### config.mk
export PLATFORM = sky130hd
export DESIGN_NAME = auto_zero_moving_average
export DESIGN_NICKNAME = d
export VERILOG_FILES = /design/src/rtl/azma_pkg.sv /design/src/rtl/azma_div.sv /design/src/rtl/azma_dp.sv /design/src/rtl/azma_ctrl.sv /design/src/rtl/auto_zero_moving_average.sv
export SDC_FILE = /design/constraint.sdc
export NUM_CORES = 1
export LEC_CHECK = 0
export ABC_CLOCK_PERIOD_IN_PS = 12970
export BUFFER_PORTS_ARGS = -buffer_cell sky130_fd_sc_hd__buf_4
export CELL_PAD_IN_SITES_DETAIL_PLACEMENT = 1
export CELL_PAD_IN_SITES_GLOBAL_PLACEMENT = 2
export CORE_UTILIZATION = 37
export CTS_BUF_LIST = sky130_fd_sc_hd__clkbuf_16
export DETAILED_ROUTE_END_ITERATION = 10
export PLACE_DENSITY = 0.69
export SLEW_MARGIN = 15
export SYNTH_ARGS = -nofsm -noshare
export SYNTH_HDL_FRONTEND = slang
export SYNTH_HIERARCHICAL = 1
export SYNTH_SLANG_ARGS = --single-unit
### constraint.sdc
create_clock -name clk -period 12.97 [get_ports clk]
set_input_delay 1.297 -clock clk [delete_from_list [all_inputs] [get_ports clk]]
set_output_delay 1.297 -clock clk [all_outputs]
set_load 0.03 [all_outputs]
### src/rtl/azma_pkg.sv
// Shared types, widths, register indexes and reset values for the auto-zero moving average.
`default_nettype none
package azma_pkg;

	localparam int WINDOW_DEF = 16;
	localparam int SAMPLE_W   = 18;
	localparam int OFFSET_W   = 14;
	localparam int GSUM_W     = 22;
	localparam int CNT_W      = 8;
	localparam int DELTA_W    = 10;
	localparam int BAND_W     = 13;
	localparam int CFG_W      = 13;
	localparam int CFG_IDX_W  = 3;

	localparam logic [CFG_IDX_W-1:0] REG_AUTO_CAL     = CFG_IDX_W'(0);
	localparam logic [CFG_IDX_W-1:0] REG_STABLE_DELTA = CFG_IDX_W'(1);
	localparam logic [CFG_IDX_W-1:0] REG_ZERO_BAND    = CFG_IDX_W'(2);
	localparam logic [CFG_IDX_W-1:0] REG_STABLE_NEED  = CFG_IDX_W'(3);
	localparam logic [CFG_IDX_W-1:0] REG_CAL_SAMPLES  = CFG_IDX_W'(4);

	localparam logic [DELTA_W-1:0] RST_STABLE_DELTA = DELTA_W'(10);
	localparam logic [BAND_W-1:0]  RST_ZERO_BAND    = BAND_W'(512);
	localparam logic [CNT_W-1:0]   RST_STABLE_NEED  = CNT_W'(10);
	localparam logic [CNT_W-1:0]   RST_CAL_SAMPLES  = CNT_W'(32);

	typedef enum logic [2:0] {
		ST_IDLE,
		ST_CAL,
		ST_OFF_WAIT,
		ST_UPDATE,
		ST_AVG,
		ST_AVG_WAIT,
		ST_DONE
	} state_t;

	typedef struct packed {
		logic load_sample;
		logic do_cal;
		logic load_offset;
		logic do_update;
		logic start_avg;
		logic load_out;
	} cmd_t;

	typedef struct packed {
		logic cal_div;
		logic div_done;
	} stat_t;

endpackage
`default_nettype wire

### src/rtl/azma_div.sv
// Iterative signed-by-unsigned restoring divider, one quotient bit per cycle, truncating.
`default_nettype none
module azma_div #(
	parameter int DW = azma_pkg::GSUM_W,
	parameter int VW = azma_pkg::CNT_W
) (
	input  wire logic                 clk,
	input  wire logic                 arst_n,
	input  wire logic                 start,
	input  wire logic signed [DW-1:0] num,
	input  wire logic        [VW-1:0] den,
	output logic                      done,
	output logic signed      [DW-1:0] quo
);
	localparam int CW = $clog2(DW + 1);

	logic          busy_q;
	logic          done_q;
	logic [CW-1:0] cnt_q;
	logic [DW-1:0] num_q;
	logic [VW-1:0] rem_q;
	logic [VW-1:0] den_q;
	logic          neg_q;

	logic [VW:0]   rem_sh;
	logic [VW:0]   rem_sub;
	logic          ge;

	always_comb begin
		rem_sh  = {rem_q, num_q[DW-1]};
		ge      = rem_sh >= {1'b0, den_q};
		rem_sub = rem_sh - {1'b0, den_q};
	end

	always_ff @(posedge clk or negedge arst_n) begin
		if (!arst_n) begin
			busy_q <= 1'b0;
			done_q <= 1'b0;
			cnt_q  <= '0;
		end else begin
			done_q <= 1'b0;
			if (start) begin
				busy_q <= 1'b1;
				cnt_q  <= CW'(DW);
			end else if (busy_q) begin
				cnt_q <= cnt_q - 1'b1;
				if (cnt_q == CW'(1)) begin
					busy_q <= 1'b0;
					done_q <= 1'b1;
				end
			end
		end
	end

	always_ff @(posedge clk) begin
		if (start) begin
			neg_q <= num[DW-1];
			num_q <= num[DW-1] ? (~num + 1'b1) : num;
			rem_q <= '0;
			den_q <= den;
		end else if (busy_q) begin
			num_q <= {num_q[DW-2:0], ge};
			rem_q <= ge ? rem_sub[VW-1:0] : rem_sh[VW-1:0];
		end
	end

	assign done = done_q;
	assign quo  = neg_q ? (~num_q + 1'b1) : num_q;

endmodule
`default_nettype wire

### src/rtl/azma_dp.sv
// Datapath: configuration, auto-zero tracking, window memory, sums and shared divider.
`default_nettype none
module azma_dp #(
	parameter int WINDOW = azma_pkg::WINDOW_DEF
) (
	input  wire logic                                    clk,
	input  wire logic                                    arst_n,
	input  wire logic                                    cfg_we,
	input  wire logic        [azma_pkg::CFG_IDX_W-1:0]   cfg_index,
	input  wire logic        [azma_pkg::CFG_W-1:0]       cfg_data,
	input  wire logic signed [azma_pkg::SAMPLE_W-1:0]    sample,
	input  wire azma_pkg::cmd_t                          cmd,
	output azma_pkg::stat_t                              stat,
	output logic signed      [azma_pkg::SAMPLE_W-1:0]    average,
	output logic                                         calibrating,
	output logic signed      [azma_pkg::OFFSET_W-1:0]    zero_offset
);
	import azma_pkg::*;

	localparam int SW    = $clog2(WINDOW);
	localparam int SUM_W = SAMPLE_W + SW;
	localparam int VW    = ($clog2(WINDOW + 1) > CNT_W) ? $clog2(WINDOW + 1) : CNT_W;
	localparam int DW    = (SUM_W > GSUM_W) ? SUM_W : GSUM_W;
	localparam logic signed [SAMPLE_W-1:0] S_MAX = {1'b0, {(SAMPLE_W-1){1'b1}}};
	localparam logic signed [SAMPLE_W-1:0] S_MIN = {1'b1, {(SAMPLE_W-1){1'b0}}};

	logic                auto_cal_q;
	logic [DELTA_W-1:0]  delta_q;
	logic [BAND_W-1:0]   band_q;
	logic [CNT_W-1:0]    need_q;
	logic [CNT_W-1:0]    cals_q;

	logic signed [SAMPLE_W-1:0] sample_q;
	logic signed [SAMPLE_W-1:0] prev_q;
	logic        [CNT_W-1:0]    steady_q;
	logic                       gathering_q;
	logic signed [GSUM_W-1:0]   gsum_q;
	logic        [CNT_W-1:0]    gcnt_q;
	logic signed [OFFSET_W-1:0] offset_q;
	logic signed [SUM_W-1:0]    wsum_q;
	logic        [SW-1:0]       slot_q;
	logic                       full_q;
	logic signed [SAMPLE_W-1:0] window_q [WINDOW];
	logic signed [SAMPLE_W-1:0] rd_q;

	logic signed [SAMPLE_W-1:0] average_q;
	logic                       calibrating_q;
	logic signed [OFFSET_W-1:0] zero_offset_q;

	logic signed [SAMPLE_W:0]   dif;
	logic        [SAMPLE_W:0]   dif_mag;
	logic        [SAMPLE_W-1:0] s_mag;
	logic                       hit;
	logic        [CNT_W-1:0]    steady_inc;
	logic                       start_g;
	logic                       g_now;
	logic signed [GSUM_W-1:0]   gsum_add;
	logic        [CNT_W-1:0]    gcnt_add;
	logic                       finish;

	logic signed [SAMPLE_W:0]   corr_w;
	logic signed [SAMPLE_W-1:0] corr;
	logic signed [SAMPLE_W-1:0] old;
	logic signed [SUM_W-1:0]    wsum_nx;
	logic        [VW-1:0]       avg_den;

	logic                       div_start;
	logic signed [DW-1:0]       div_num;
	logic        [VW-1:0]       div_den;
	logic                       div_done;
	logic signed [DW-1:0]       div_quo;

	always_comb begin
		dif        = (SAMPLE_W+1)'(sample_q) - (SAMPLE_W+1)'(prev_q);
		dif_mag    = dif[SAMPLE_W] ? (~dif + 1'b1) : dif;
		s_mag      = sample_q[SAMPLE_W-1] ? (~sample_q + 1'b1) : sample_q;
		hit        = (dif_mag <= (SAMPLE_W+1)'(delta_q)) && (s_mag < SAMPLE_W'(band_q));
		steady_inc = (steady_q != {CNT_W{1'b1}}) ? steady_q + 1'b1 : steady_q;
		start_g    = hit && (steady_inc >= need_q) && !gathering_q;
		g_now      = gathering_q || start_g;
		gsum_add   = (start_g ? GSUM_W'(0) : gsum_q) + GSUM_W'(sample_q);
		gcnt_add   = (start_g ? CNT_W'(0) : gcnt_q) + 1'b1;
		finish     = hit && g_now && (gcnt_add >= cals_q);

		corr_w = (SAMPLE_W+1)'(sample_q) - (SAMPLE_W+1)'(offset_q);
		if (corr_w[SAMPLE_W] != corr_w[SAMPLE_W-1]) begin
			corr = corr_w[SAMPLE_W] ? S_MIN : S_MAX;
		end else begin
			corr = corr_w[SAMPLE_W-1:0];
		end
		old     = full_q ? rd_q : SAMPLE_W'(0);
		wsum_nx = wsum_q - SUM_W'(old) + SUM_W'(corr);
		avg_den = full_q ? VW'(WINDOW) : VW'(slot_q);

		div_start = (cmd.do_cal && auto_cal_q && finish) || cmd.start_avg;
		div_num   = cmd.start_avg ? DW'(wsum_q) : DW'(gsum_add);
		div_den   = cmd.start_avg ? avg_den : VW'(gcnt_add);

		stat.cal_div  = auto_cal_q && finish;
		stat.div_done = div_done;
	end

	always_ff @(posedge clk or negedge arst_n) begin
		if (!arst_n) begin
			auto_cal_q <= 1'b1;
			delta_q    <= RST_STABLE_DELTA;
			band_q     <= RST_ZERO_BAND;
			need_q     <= RST_STABLE_NEED;
			cals_q     <= RST_CAL_SAMPLES;
		end else if (cfg_we) begin
			case (cfg_index)
				REG_AUTO_CAL:     auto_cal_q <= cfg_data[0];
				REG_STABLE_DELTA: delta_q    <= cfg_data[DELTA_W-1:0];
				REG_ZERO_BAND:    band_q     <= cfg_data[BAND_W-1:0];
				REG_STABLE_NEED:  need_q     <= cfg_data[CNT_W-1:0];
				REG_CAL_SAMPLES:  cals_q     <= cfg_data[CNT_W-1:0];
				default: begin
				end
			endcase
		end
	end

	always_ff @(posedge clk or negedge arst_n) begin
		if (!arst_n) begin
			prev_q      <= '0;
			steady_q    <= '0;
			gathering_q <= 1'b0;
			gsum_q      <= '0;
			gcnt_q      <= '0;
			offset_q    <= '0;
			wsum_q      <= '0;
			slot_q      <= '0;
			full_q      <= 1'b0;
		end else begin
			if (cmd.do_cal && auto_cal_q) begin
				prev_q <= sample_q;
				if (!hit || finish) begin
					steady_q    <= '0;
					gathering_q <= 1'b0;
					gsum_q      <= '0;
					gcnt_q      <= '0;
				end else begin
					steady_q    <= steady_inc;
					gathering_q <= g_now;
					if (g_now) begin
						gsum_q <= gsum_add;
						gcnt_q <= gcnt_add;
					end
				end
			end
			if (cmd.load_offset) begin
				offset_q <= div_quo[OFFSET_W-1:0];
			end
			if (cmd.do_update) begin
				wsum_q <= wsum_nx;
				if (slot_q == SW'(WINDOW - 1)) begin
					slot_q <= '0;
					full_q <= 1'b1;
				end else begin
					slot_q <= slot_q + 1'b1;
				end
			end
		end
	end

	always_ff @(posedge clk) begin
		if (cmd.do_update) begin
			window_q[slot_q] <= corr;
		end
		rd_q <= window_q[slot_q];
	end

	always_ff @(posedge clk) begin
		if (cmd.load_sample) begin
			sample_q <= sample;
		end
		if (cmd.load_out) begin
			average_q     <= div_quo[SAMPLE_W-1:0];
			calibrating_q <= gathering_q;
			zero_offset_q <= offset_q;
		end
	end

	azma_div #(
		.DW(DW),
		.VW(VW)
	) u_div (
		.clk   (clk),
		.arst_n(arst_n),
		.start (div_start),
		.num   (div_num),
		.den   (div_den),
		.done  (div_done),
		.quo   (div_quo)
	);

	assign average     = average_q;
	assign calibrating = calibrating_q;
	assign zero_offset = zero_offset_q;

endmodule
`default_nettype wire

### src/rtl/azma_ctrl.sv
// Controller: sequences one sample beat through calibration, window update and division.
`default_nettype none
module azma_ctrl (
	input  wire logic            clk,
	input  wire logic            arst_n,
	input  wire logic            in_valid,
	output logic                 in_stall,
	output logic                 out_valid,
	input  wire logic            out_stall,
	input  wire azma_pkg::stat_t stat,
	output azma_pkg::cmd_t       cmd
);
	import azma_pkg::*;

	state_t state_q;
	state_t state_d;
	logic   out_valid_q;

	always_ff @(posedge clk or negedge arst_n) begin
		if (!arst_n) begin
			state_q <= ST_IDLE;
		end else begin
			state_q <= state_d;
		end
	end

	always_comb begin
		state_d  = state_q;
		cmd      = '0;
		in_stall = 1'b1;
		case (state_q)
			ST_IDLE: begin
				in_stall = 1'b0;
				if (in_valid) begin
					cmd.load_sample = 1'b1;
					state_d         = ST_CAL;
				end
			end
			ST_CAL: begin
				cmd.do_cal = 1'b1;
				state_d    = stat.cal_div ? ST_OFF_WAIT : ST_UPDATE;
			end
			ST_OFF_WAIT: begin
				if (stat.div_done) begin
					cmd.load_offset = 1'b1;
					state_d         = ST_UPDATE;
				end
			end
			ST_UPDATE: begin
				cmd.do_update = 1'b1;
				state_d       = ST_AVG;
			end
			ST_AVG: begin
				cmd.start_avg = 1'b1;
				state_d       = ST_AVG_WAIT;
			end
			ST_AVG_WAIT: begin
				if (stat.div_done) begin
					state_d = ST_DONE;
				end
			end
			ST_DONE: begin
				if (!out_valid_q || !out_stall) begin
					cmd.load_out = 1'b1;
					state_d      = ST_IDLE;
				end
			end
			default: begin
				state_d = ST_IDLE;
			end
		endcase
	end

	always_ff @(posedge clk or negedge arst_n) begin
		if (!arst_n) begin
			out_valid_q <= 1'b0;
		end else if (cmd.load_out) begin
			out_valid_q <= 1'b1;
		end else if (!out_stall) begin
			out_valid_q <= 1'b0;
		end
	end

	assign out_valid = out_valid_q;

	a_accept_to_cal: assert property (@(posedge clk) disable iff (!arst_n)
		(in_valid && !in_stall) |=> (state_q == ST_CAL))
		else $error("accepted beat did not enter calibration step");

	a_div_in_wait: assert property (@(posedge clk) disable iff (!arst_n)
		stat.div_done |-> (state_q == ST_OFF_WAIT || state_q == ST_AVG_WAIT))
		else $error("divider finished outside a wait state");

	a_offset_path: assert property (@(posedge clk) disable iff (!arst_n)
		(state_q == ST_CAL && stat.cal_div) |=> (state_q == ST_OFF_WAIT))
		else $error("offset division not awaited");

	a_out_from_done: assert property (@(posedge clk) disable iff (!arst_n)
		$rose(out_valid_q) |-> ($past(state_q) == ST_DONE))
		else $error("output beat raised outside the done state");

endmodule
`default_nettype wire

### src/rtl/auto_zero_moving_average.sv
// Top level of the auto-zero moving average: controller plus datapath.
//
// Input channel: sample with in_valid / in_stall; a beat moves when in_valid is
// high and in_stall low. Output channel: average, calibrating, zero_offset with
// out_valid / out_stall. Every input beat yields exactly one output beat.
// Configuration: cfg_we, cfg_index, cfg_data; write only while the block is idle.
// Indexes 0..4: auto_calibrate, stable_delta, zero_band, stable_needed and the
// gather length for the offset mean. Other indexes are ignored.
// One beat at a time: with the default window (divider width 22) the next beat
// is taken only after the result register has loaded; a completing calibration
// run adds an offset division before the window update. In general the divider
// width is D = max(22, 18 + clog2(WINDOW)), and the shared divider yields one
// quotient bit per cycle while busy.
// Reset empties the window (entries read as zero until filled), clears the offset and the
// calibration state, and loads the register defaults; no clearing pass.
// A result held in the output register while out_stall is high does not stop
// the next input beat; only its final load waits for the register to free up.
`default_nettype none
module auto_zero_moving_average #(
	parameter int WINDOW = azma_pkg::WINDOW_DEF
) (
	input  wire logic                                 clk,
	input  wire logic                                 arst_n,
	input  wire logic                                 cfg_we,
	input  wire logic        [azma_pkg::CFG_IDX_W-1:0] cfg_index,
	input  wire logic        [azma_pkg::CFG_W-1:0]     cfg_data,
	input  wire logic                                 in_valid,
	output logic                                      in_stall,
	input  wire logic signed [azma_pkg::SAMPLE_W-1:0]  sample,
	output logic                                      out_valid,
	input  wire logic                                 out_stall,
	output logic signed      [azma_pkg::SAMPLE_W-1:0]  average,
	output logic                                      calibrating,
	output logic signed      [azma_pkg::OFFSET_W-1:0]  zero_offset
);
	import azma_pkg::*;

	cmd_t  cmd;
	stat_t stat;

	azma_ctrl u_ctrl (
		.clk      (clk),
		.arst_n   (arst_n),
		.in_valid (in_valid),
		.in_stall (in_stall),
		.out_valid(out_valid),
		.out_stall(out_stall),
		.stat     (stat),
		.cmd      (cmd)
	);

	azma_dp #(
		.WINDOW(WINDOW)
	) u_dp (
		.clk        (clk),
		.arst_n     (arst_n),
		.cfg_we     (cfg_we),
		.cfg_index  (cfg_index),
		.cfg_data   (cfg_data),
		.sample     (sample),
		.cmd        (cmd),
		.stat       (stat),
		.average    (average),
		.calibrating(calibrating),
		.zero_offset(zero_offset)
	);

endmodule
`default_nettype wire
==> reports/qor.yml, run 1 <==
port_buffers: 73
status: "completed"
drc: 0
path_clk_slew_ns: 0.07
critPathMaxStageDelay_ns: 0.84
layout.nets: 2638
mostFrequentLayoutCell: "edfxtp_1"
total_power_mw: 3.81
ys_warn_count: 6
grt_pass1_vias: 20200
final_cell_mix: "370 x edfxtp_1, 212 x inv_1, 196 x nand2_1, 171 x o21ai_0, 140 x dfrtp_1"
min_period_over_period_pct: 85.9
clock_latency_ns: 0.65
pin_count: 74
grt_most_used_layer: "met2"
slew_headroom_pct: 22.6
cts_buffer_depth: 3
grtUsageMet2_pct: 36.6
combinationalPowerShare_pct: 2.8
fill_cells: 8040
power.density_mw_per_mm2: 117
syn_area_per_cell_um2: 12.2
max_slew.worst_pin.slew_ns: 1.16
antenna_found_initial: 0
initialDrtViolationCount: 1024
netlist_area_mm2: 0.0284
hold_class: "reg2reg"
ctsHoldBuffers: 0
cp_max_fo: 29
startpoint_type: "flip-flop"
netSwitchingPower_mw: 0.816
fin_setup_tns_ns: 0
syn2layout_area_growth_pct: 14.2
utilization_pct: 42.8
fmax_mhz: 89.8
ant_nets: 0
hold_ws_ns: 0.447
skew_ns: 0.0262
met3_usage_pct: 2.21
grt_pass1_wl_um: 123000
fin_cells: 3520
cts_tree: "built"
die_w_um: 279
diodes: 0
end_kind: "flip-flop"
grt_usage_pct: 20.8
maxCapViolCount: 0
multi_input_area_mm2: 0.0120
setup_viol: 0
core_region_area_mm2: 0.0759
clock_power_share_pct: 47.8
period_needed_ns: 11.14
gp_congestion: 0.832
wl_per_cell_um: 22.7
initial_core_util_pct: 37.4
synth_cells: 2337
rsz0062_at_grt: "no"
hold_violations: 0
slew_viol_final: 0
met1_usage_pct: 27.1
peakVddDrop_mv: 0.154
routed_via_density: 5.32
drive_gt1_share_pct: 15.5
rrSetupSlack_ns: 1.83
p_int_mw: 2.99
crit_type: "reg2reg"
syn_nets: 2538
place_inst: 3404
dieArea_mm2: 0.0780
cts_resized: 0
final-seq-area_mm2: 0.0154
grt_max_degree: 62
critPathRequiredTime_ns: 13.32
via_count: 18700
cts_made_buffers: 61
cp.arrival_ns: 11.48
rows: 101
cts.htree.levels: 2
switching_share_pct: 21.4
die_h_um: 279
slowest_stage: "o2bb2ai_1"
clockRootBuffer: "clkbuf_16"
clock-sinks: 545
dp_hpwl_um: 55800
first_pass_iters: 4
seqPwrFrac_pct: 49.4
post_cts_buffers: 0
overflow: 0
p_leak_nw: 12.5
drt-total-wl_um: 80000
path_common_cell: "a21oi_1"
final timing paths:
path	startpoint	end	depth (start not counted)
min in group asynchronous	arst_n	u_dp/steady_q[0]$_DFFE_PN0P_	1
setup / recovery	u_dp/sample_q[0]$_DFFE_PP_	u_dp/u_div/num_q[20]$_DFFE_PP_	42
setup reg to reg	u_dp/sample_q[0]$_DFFE_PP_	u_dp/u_div/num_q[20]$_DFFE_PP_	42
hold reg to reg	u_dp/offset_q[8]$_DFFE_PN0P_	u_dp/zero_offset[8]$_DFFE_PP_	0
hold / removal	u_dp/offset_q[8]$_DFFE_PN0P_	u_dp/zero_offset[8]$_DFFE_PP_	0
max in group asynchronous	arst_n	u_dp/offset_q[2]$_DFFE_PN0P_	2
through the flow:
stage                     instance area (µm²)  worst slack (ns)
final                                   32500              1.83
after global routing                    32500             0.792
after CTS                               32500              1.77
after detailed placement                30300              1.86
after global placement                  30300              2.08
after floorplan                         28400              4.01
area by class of cell:
class	instances	area share, %
flip-flops and latches	545	47.3
multi-input cells	1501	36.9
clock buffers	62	4.78
well taps	1030	3.97
repair buffers	120	2.79
inverters	208	2.40
clock inverters	54	1.82
routing by layer:
layer  vias up  share of wire, %
li1       8737                 -
met1      9655                45
met2       239                50
met3        95               2.4
met4         0               2.4
met5         -                 0
critical path: cells and delay by family (launching register included):
kind / cells / cell delay (ns)
fa+ha+maj: 5 / 1.58
flops: 1 / 0.44
compound gates: 22 / 5.09
simple gates: 9 / 2.86
xor+xnor: 2 / 0.37
buf+inv: 4 / 0.51
registers in the layout (all words and copies together), names as in the netlist, 3 cells and up:
signal            cells
u_dp/steady_q         8
u_dp/window_q       288
u_dp/u_div/den_q      8
u_dp/u_div/rem_q      8
u_dp/prev_q          18
u_dp/wsum_q          22
u_dp/average         18
u_dp/gcnt_q           8
u_dp/cals_q           8
u_dp/u_div/cnt_q      5
u_dp/rd_q            18
u_ctrl/state_q        3
u_dp/offset_q        14
u_dp/sample_q        18
u_dp/slot_q           4
u_dp/band_q          13
u_dp/need_q           8
u_dp/gsum_q          22
u_dp/u_div/num_q     22
u_dp/zero_offset     14
u_dp/delta_q         10
power groups by stage:
stage	clock, mW	combinational [mW]	sequential, mW
6_report	1.82	0.105	1.88
5_1_grt	1.94	0.121	1.88
4_1_cts	1.87	0.108	1.88
3_5_place_dp	0	0.107	1.92
3_3_place_gp	0	0.102	1.92
2_1_floorplan	0	0.0613	1.91
Power figures use the tool's default switching activity.
==> run 2, diff against run 1 <==
--- a/config.mk
+++ b/config.mk
@@ -11,6 +11,6 @@
 export CELL_PAD_IN_SITES_GLOBAL_PLACEMENT = 2
-export CORE_UTILIZATION = 37
+export CORE_UTILIZATION = 44
 export CTS_BUF_LIST = sky130_fd_sc_hd__clkbuf_16
 export DETAILED_ROUTE_END_ITERATION = 10
-export PLACE_DENSITY = 0.69
+export PLACE_DENSITY = 0.8
 export SLEW_MARGIN = 15
==> constraint.sdc (replaced) <==
create_clock -name clk -period 12.97 [get_ports clk]
set_input_delay 0 -clock clk [delete_from_list [all_inputs] [get_ports clk]]
set_output_delay 0 -clock clk [all_outputs]
set_load 0.03 [all_outputs]
==> reports/qor.yml, run 2 (synthesized netlist as in run 1, its figures left out) <==
die_h_um: 256
pre_cts_slack_ns: 1.83
hold_violations: 0
path_clk_slew_ns: 0.06
critPathBufInv: 3
first_pass_iters: 5
fin_setup_tns_ns: 0
grt_usage_pct: 24.1
maxCapViolCount: 0
status: "completed"
p_leak_nw: 12.7
initial_core_util_pct: 44.8
drt-total-wl_um: 78200
overflow: 0
worst_slack_ns: 1.77
pin_count: 74
r2r_cells: 41
slowest_stage: "o2bb2ai_1"
dp_hpwl_um: 54600
grt_pass1_vias: 20500
via_count: 19000
met3_usage_pct: 2.79
rsz0062_at_grt: "no"
startpoint_type: "flip-flop"
drc: 0
core_region_area_mm2: 0.0634
max_slew.worst_pin.slew_ns: 1.01
largest_reg_flops: 288
min_period_over_period_pct: 86.3
cts_tree: "built"
die_w_um: 256
routed_via_density: 5.61
syn2layout_area_growth_pct: 15.0
clock_latency_ns: 0.64
end_kind: "flip-flop"
dieArea_mm2: 0.0656
grt_max_degree: 99
total_power_mw: 3.78
grt_most_used_layer: "met2"
path_common_cell: "a21oi_1"
fmax_mhz: 89.3
initialDrtViolationCount: 1215
port_buffers: 73
ant_nets: 0
power.density_mw_per_mm2: 116
cp_max_fo: 29
cts_resized: 0
peakVddDrop_mv: 0.149
critPathMaxStageDelay_ns: 0.81
met1_usage_pct: 30.5
slew_headroom_pct: 32.9
cp.arrival_ns: 11.54
critPathRequiredTime_ns: 13.32
slew_viol_final: 0
grt_pass1_wl_um: 121000
cts_made_buffers: 60
diodes: 0
crit_type: "reg2reg"
gp_congestion: 0.863
grtUsageMet2_pct: 42.8
regMostFlops: "u_dp/window_q"
final_cell_mix: "370 x edfxtp_1, 217 x inv_1, 196 x nand2_1, 171 x o21ai_0, 140 x dfrtp_1"
wl_per_cell_um: 23.1
clock-sinks: 545
clockRootBuffer: "clkbuf_16"
antenna_found_initial: 0
reg2reg_from: "u_dp/sample_q[0]$_DFFE_PP_"
drive_gt1_share_pct: 15.0
hold_class: "in2async"
rows: 92
layout.nets: 2687
skew_ns: 0.0456
cts.htree.levels: 2
period_needed_ns: 11.20
cp_top_family: "compound AO/OA/AOI/OAI gates"
rrSetupSlack_ns: 1.77
cts_buffer_depth: 3
r2r_end: "u_dp/u_div/num_q[20]$_DFFE_PP_"
mostFrequentLayoutCell: "edfxtp_1"
fill_cells: 6470
setup_viol: 0
[run 2: cell types whose count changed in the layout (fill, tap and decap cells not counted), moves of 2 or more]
cell           previous run  this run
buf_4                   119       114
clkbuf_16                62        60
clkinv_1                 12         6
clkinv_2                 12        15
clkinv_4                  5         1
dlygate4sd3_1             0        55
inv_1                   212       217
inv_6                     3         5
[run 2: final cells by class]
type,instances,area [µm²],area share (%)
Clock inverter,54,576,1.76
Clock buffer,60,1500,4.59
Multi-Input combinational cell,1501,12000,36.7
Inverter,208,781,2.39
Tap cell,846,1060,3.24
Timing Repair Buffer,170,1420,4.33
Sequential cell,545,15400,47.0
[run 2: metrics by stage]
| stage | area, µm² | std cells | hold WS, ns | utilization, % |
|---|---|---|---|---|
| after floorplan | 28400 | 2337 | -0.296 | - |
| after global placement | 30000 | 3215 | 0.178 | 47.4 |
| after detailed placement | 30000 | 3215 | 0.181 | 47.4 |
| after CTS | 32700 | 3384 | 0.0498 | 51.5 |
| after global routing | 32700 | 3384 | 0.0651 | 51.6 |
| final | 32700 | 3384 | 0.0771 | 51.6 |
[run 2: timing repair]
item                                    4_1_cts  5_1_grt
hold buffers                                 55        0
buffers inserted                              0        0
endpoints found under the setup margin        0        0
endpoints found under the hold margin       159        0
[run 2: where the power goes]
group / internal [mW] / switching, mW
clock: 1.05 / 0.725
sequential: 1.87 / 0.00998
combinational: 0.0582 / 0.0650
total: 2.98 / 0.800
[run 2: how the worst max path moves through the flow]
| stage | startpoint | to | slack [ns] | depth (start not counted) |
|---|---|---|---|---|
| final | u_dp/sample_q[0]$_DFFE_PP_ | u_dp/u_div/num_q[20]$_DFFE_PP_ | 1.77 | 41 |
| after detailed placement | u_dp/sample_q[0]$_DFFE_PP_ | u_dp/u_div/num_q[20]$_DFFE_PP_ | 1.83 | 41 |
| after CTS | u_dp/sample_q[0]$_DFFE_PP_ | u_dp/u_div/num_q[20]$_DFFE_PP_ | 1.80 | 41 |
| after floorplan | u_dp/sample_q[0]$_DFFE_PP_ | u_dp/u_div/num_q[20]$_DFFE_PP_ | 4.01 | 43 |
| after global routing | u_dp/sample_q[0]$_DFFE_PP_ | u_dp/u_div/num_q[20]$_DFFE_PP_ | 0.84 | 41 |
| after global placement | u_dp/sample_q[0]$_DFFE_PP_ | u_dp/u_div/num_q[20]$_DFFE_PP_ | 2.05 | 41 |
[run 2: layer usage]
layer,wire (µm),vias to the layer above
li1,-,8838
met5,0,-
met4,2570,0
met3,2710,135
met2,40100,370
met1,32800,9646
